[src/sv/fbae_pkg.sv]
package fbae_pkg;

    // Field widths
    localparam int IDX_W      = 12;
    localparam int SMP_W      = 24;
    localparam int LOG2_W     = 4;
    localparam int THR_W      = 23;
    localparam int RATE_W     = 18;
    localparam int FREQ_W     = 21;
    localparam int AMP_W      = 25;
    localparam int CFG_IDX_W  = 2;
    localparam int CFG_DATA_W = 23;

    // Transform size limits
    localparam int MAX_SIZE = 4096;
    localparam int MAX_LOG2 = $clog2(MAX_SIZE + 1) - 1;

    // Register reset values
    localparam logic [LOG2_W-1:0] LOG2_RESET = LOG2_W'(10);
    localparam logic [THR_W-1:0]  THR_RESET  = THR_W'(1);
    localparam logic [RATE_W-1:0] RATE_RESET = RATE_W'(44100);

    // Register indexes
    localparam logic [CFG_IDX_W-1:0] CFG_LOG2_SIZE   = CFG_IDX_W'(0);
    localparam logic [CFG_IDX_W-1:0] CFG_MAG_THR     = CFG_IDX_W'(1);
    localparam logic [CFG_IDX_W-1:0] CFG_SAMPLE_RATE = CFG_IDX_W'(2);

    // Datapath widths
    localparam int SQ_W      = 2 * SMP_W;          // re^2 + im^2 fits here
    localparam int TN_W      = THR_W + MAX_LOG2;   // threshold * N
    localparam int TN_MUL_W  = 32;                 // threshold * N kept below 2^32
    localparam int FPROD_W   = RATE_W + IDX_W;
    localparam int DC_AMP_W  = SMP_W - 1;
    localparam int RAD_W     = SQ_W + 2;           // 4 * (re^2 + im^2)
    localparam int ROOT_W    = RAD_W / 2;
    localparam int REM_W     = ROOT_W + 3;

    // Square root pipeline
    localparam int SQRT_PER_STAGE = 5;
    localparam int SQRT_STAGES    = ROOT_W / SQRT_PER_STAGE;

    // Item information carried alongside the square root
    typedef struct packed {
        logic                keep;
        logic                is_dc;
        logic [FREQ_W-1:0]   freq;
        logic [DC_AMP_W-1:0] dc_amp;
    } t_side;

    // Clamp the size register to the supported range
    function automatic logic [LOG2_W-1:0] eff_log2(input logic [LOG2_W-1:0] v);
        logic [LOG2_W-1:0] k;
        k = v;
        if (k < LOG2_W'(1)) begin
            k = LOG2_W'(1);
        end
        if (k > LOG2_W'(MAX_LOG2)) begin
            k = LOG2_W'(MAX_LOG2);
        end
        return k;
    endfunction

endpackage

[src/sv/fbae_sqrt_pipe.sv]
module fbae_sqrt_pipe
    import fbae_pkg::*;
(
    input  logic              i_clk,
    input  logic              i_rst_n,
    input  logic              i_valid,
    input  logic [RAD_W-1:0]  i_rad,
    input  t_side             i_side,
    output logic              o_valid,
    output logic [ROOT_W-1:0] o_root,
    output t_side             o_side
);

    logic              r_valid [SQRT_STAGES];
    logic [REM_W-1:0]  r_rem   [SQRT_STAGES];
    logic [ROOT_W-1:0] r_root  [SQRT_STAGES];
    logic [RAD_W-1:0]  r_rad   [SQRT_STAGES];
    t_side             r_side  [SQRT_STAGES];

    logic              n_valid [SQRT_STAGES];
    logic [REM_W-1:0]  n_rem   [SQRT_STAGES];
    logic [ROOT_W-1:0] n_root  [SQRT_STAGES];
    logic [RAD_W-1:0]  n_rad   [SQRT_STAGES];
    t_side             n_side  [SQRT_STAGES];

    // Each stage resolves SQRT_PER_STAGE root bits, restoring digit by digit
    always_comb begin
        logic [REM_W-1:0]  rem;
        logic [REM_W-1:0]  trial;
        logic [ROOT_W-1:0] root;
        logic [RAD_W-1:0]  rad;
        for (int s = 0; s < SQRT_STAGES; s++) begin
            if (s == 0) begin
                n_valid[s] = i_valid;
                n_side[s]  = i_side;
                rem        = '0;
                root       = '0;
                rad        = i_rad;
            end else begin
                n_valid[s] = r_valid[s-1];
                n_side[s]  = r_side[s-1];
                rem        = r_rem[s-1];
                root       = r_root[s-1];
                rad        = r_rad[s-1];
            end
            for (int j = 0; j < SQRT_PER_STAGE; j++) begin
                rem   = {rem[REM_W-3:0], rad[RAD_W-1 -: 2]};
                rad   = rad << 2;
                trial = {1'b0, root, 2'b01};
                if (rem >= trial) begin
                    rem  = rem - trial;
                    root = {root[ROOT_W-2:0], 1'b1};
                end else begin
                    root = {root[ROOT_W-2:0], 1'b0};
                end
            end
            n_rem[s]  = rem;
            n_root[s] = root;
            n_rad[s]  = rad;
        end
    end

    always_ff @(posedge i_clk) begin
        for (int s = 0; s < SQRT_STAGES; s++) begin
            if (!i_rst_n) begin
                r_valid[s] <= 1'b0;
            end else begin
                r_valid[s] <= n_valid[s];
            end
        end
    end

    always_ff @(posedge i_clk) begin
        for (int s = 0; s < SQRT_STAGES; s++) begin
            r_rem[s]  <= n_rem[s];
            r_root[s] <= n_root[s];
            r_rad[s]  <= n_rad[s];
            r_side[s] <= n_side[s];
        end
    end

    assign o_valid = r_valid[SQRT_STAGES-1];
    assign o_root  = r_root[SQRT_STAGES-1];
    assign o_side  = r_side[SQRT_STAGES-1];

endmodule

[config.mk]
export PLATFORM = sky130hd
export DESIGN_NAME = fbae_sqrt_pipe
export DESIGN_NICKNAME = d
export VERILOG_FILES = /design/src/sv/fbae_pkg.sv /design/src/sv/fbae_sqrt_pipe.sv
export SDC_FILE = /design/constraint.sdc
export NUM_CORES = 2
export LEC_CHECK = 0
export ABC_AREA = 1
export CAP_MARGIN = 20
export CORE_MARGIN = 5
export CORE_UTILIZATION = 45
export DETAILED_ROUTE_END_ITERATION = 12
export DONT_BUFFER_PORTS = 1
export PLACE_DENSITY = 0.67
export SLEW_MARGIN = 20
export SYNTH_ARGS = -nofsm -noshare
export SYNTH_HDL_FRONTEND = slang
export SYNTH_SLANG_ARGS = --single-unit
[constraint.sdc]
create_clock -name i_clk -period 12.7 [get_ports i_clk]
set_clock_uncertainty 0.15 [all_clocks]
set_input_delay 2.54 -clock i_clk [delete_from_list [all_inputs] [get_ports i_clk]]
set_output_delay 2.54 -clock i_clk [all_outputs]
set_load 0.02 [all_outputs]
==> out/results.ini <==
[status]
status = complete, no violations

[finish]
fill_cells = 9924
final_layout_size_suffix_gt1_share_pct = 5.07
stdcell_area_mm2 = 0.0460
syn_to_final_growth_pct = 8.16
stdcell_count = 8244
final_common_cell = nand2_1
final_cell_mix = nand2_1 (2042), inv_1 (963), nor2_1 (749), nand3_1 (518), dfxtp_1 (514)
finalNetCount = 7393
final_util_pct = 49.1

[pwr]
vdd_drop_max_mv = 0.119
combPwrFrac_pct = 60.5
power.switching_uw = 4820
p_leak_uw = 0.0238
p_clk_share_pct = 18.2
power_density_mw_per_mm2 = 205
seq_power_share_pct = 21.3
p_sw_share_pct = 51.3
p_int_uw = 4590

[timing]
slew_headroom_pct = 37.1
tightestPinTransition_ps = 943
slew_violations = 0
hold_viol = 0
hold_ws_ps = 140
final-setup-viol-count = 0
layout_min_cycle_time_ps = 11810
timing.setup.tns_ps = 0
fmax_mhz = 84.7
rsz0062_at_grt = no
post-route-period-util_pct = 93.0

[synthesis]
syn_inst = 6913
synth_top_area_share_pct = 24.2
synth_edf_count = 0
synth_warnings = 0
synth.area.top_cells = dfxtp_1 (24%), nand2_1 (18%), ha_1 (10%)
syn_area_mm2 = 0.0425
synthFlopType = dfxtp_1
synth-seq-cells = 514
yosysSeqAreaShare_pct = 24.2
syn_area_per_cell_um2 = 6.15
synthArstFlopShare_pct = 0
synth_largest_area_cell = dfxtp_1
synth_cell_type_count = 62

[global_routing]
antenna_found_initial = 2
grt-busiest-layer = met2
use_met1_pct = 37.3
track_usage_pct = 26.9
overflow = 0
grt_use_met3_pct = 3.40
grt_pass1_wl_um = 217000
use_met2_pct = 44.0
grt_pass1_vias = 40258
grt_start_max_net_pins = 41

[routing]
drt_iter0_drc = 3788
wirelength_um = 141000
viasPerCell = 5.30
wl_per_cell_um = 17.1
drc = 0
ant_nets = 0
dr.pass1.iters = 6
via_count = 43695

[critical_path]
path_common_cell = nand2_1
crit_family = simple AND/OR/NAND/NOR gates
critPathKind = flop to flop
path_max_fanout = 23
arrival_ps = 12230
critPathCaptureType = flop
slowest_stage = dfxtp_1
cp-start-kind = flop
crit_buf_inv = 13
crit_required_ps = 13120
cpPeakStageDelay_ps = 510

[place]
port_buffers = 0
gp_congestion = 0.991
dp.cells = 8126
place_area_mm2 = 0.0439
dp_hpwl_um = 116000

[clocking]
insertion_delay_ps = 660
cts_tree = done
cts.sinks = 514
cts-root-buf = clkbuf_16
h-tree-depth = 2
clkTransAtPathRegs_ps = 60
clockBufferDepth = 3
cts-buffers-inserted = 55
cts_hold_buf = 0

[min_path]
hold_class = flop to flop

[floorplan]
start_util_pct = 45.4
coreArea_mm2 = 0.0936
num_rows = 112
die-width_um = 317
fp.dieArea_mm2 = 0.101
io_pins = 171
fp.dieH_um = 317

[job]
maxCapViolCount = 0

==> area by class of cell <==
class	count	area, um^2	area share (%)
repair inverters	4	30.0	0.0653
inverters	998	3760	8.18
well taps	1254	1570	3.41
diodes	1	2.50	0.00544
flip-flops and latches	514	10300	22.4
multi-input cells	5328	28000	61.0
clock inverters	33	478	1.04
repair buffers	43	323	0.702
clock buffers	69	1480	3.22
==> cells in the mapped netlist (26+ instances only) <==
| master | instances |
|---|---|
| a21oi_1 | 409 |
| a31oi_1 | 27 |
| clkbuf_1 | 39 |
| dfxtp_1 | 514 |
| ha_1 | 350 |
| inv_1 | 967 |
| nand2_1 | 2044 |
| nand2_2 | 49 |
| nand3_1 | 518 |
| nand3_2 | 29 |
| nand3b_1 | 27 |
| nand4_1 | 131 |
| nor2_1 | 751 |
| nor2_2 | 27 |
| nor3_1 | 84 |
| o21a_1 | 26 |
| o21ai_0 | 394 |
| xnor2_1 | 140 |
| xor2_1 | 123 |
==> worst reg2reg max path: cells and delay by family, from the launching register on <==
family          cells  cell delay (ps)
simple gates       39             5450
fa+ha+maj           5             1940
compound gates      7             1480
flops               1              510
buf+inv            13             2180
==> routing by layer <==
metal	share of wire, %	up-vias
met3	6.6	252
met2	44	1438
met1	46	19694
met5	0	-
li1	-	22311
met4	3.2	0
==> state kept, by name, summed over array words and instances (netlist names) <==
signal   flops
r_rad      100
r_side     230
r_rem      104
r_root      75
r_valid      5
==> power groups by stage <==
stage	Combinational (uW)	Sequential (uW)	Clock (uW)
finish	5690	2000	1720
global route	6390	2020	1830
CTS	5600	2000	1760
detailed placement	5570	2040	0
global placement	5530	2030	0
floorplan	4230	1950	0
==> final timing paths <==
kind / slack [ps] / end / from / cells past startpoint
min: 140 / r_rad[0][114] / r_rad[0][64] / 0
max: 890 / r_rem[0][105] / r_root[0][51] / 64
min reg2reg: 140 / r_rad[0][114] / r_rad[0][64] / 0
max reg2reg: 890 / r_rem[0][105] / r_root[0][51] / 64
==> repair_timing <==
item	in CTS	in global routing
resized for setup	8	22
endpoints found under the setup margin	27	27
setup buffers	4	5
cloned	3	3
pin swaps	1	3
==> through the flow <==
step	setup slack, ps	total power, uW
after floorplan	2920	6180
after global placement	-1020	7560
after detailed placement	-949	7610
after CTS	45.2	9370
after global routing	12.2	10200
final	892	9410
==> cell families (layout without fill, tap and decap cells) <==
kind of cell / Yosys count / in the layout / synth area share, %
DFF: 514 / 514 / 24.2
muxes: 2 / 2 / 0.0471
buffers and inverters: 1075 / 1147 / 9.98
adders and majority gates: 350 / 350 / 10.3
and+or+nand+nor: 3736 / 3738 / 37.7
xor gates and xnor gates: 263 / 263 / 5.42
other: 1 / 4 / 0.00882
AOI/OAI and AO/OA: 972 / 972 / 12.4
Note: power is estimated with default switching activity, not from simulation.
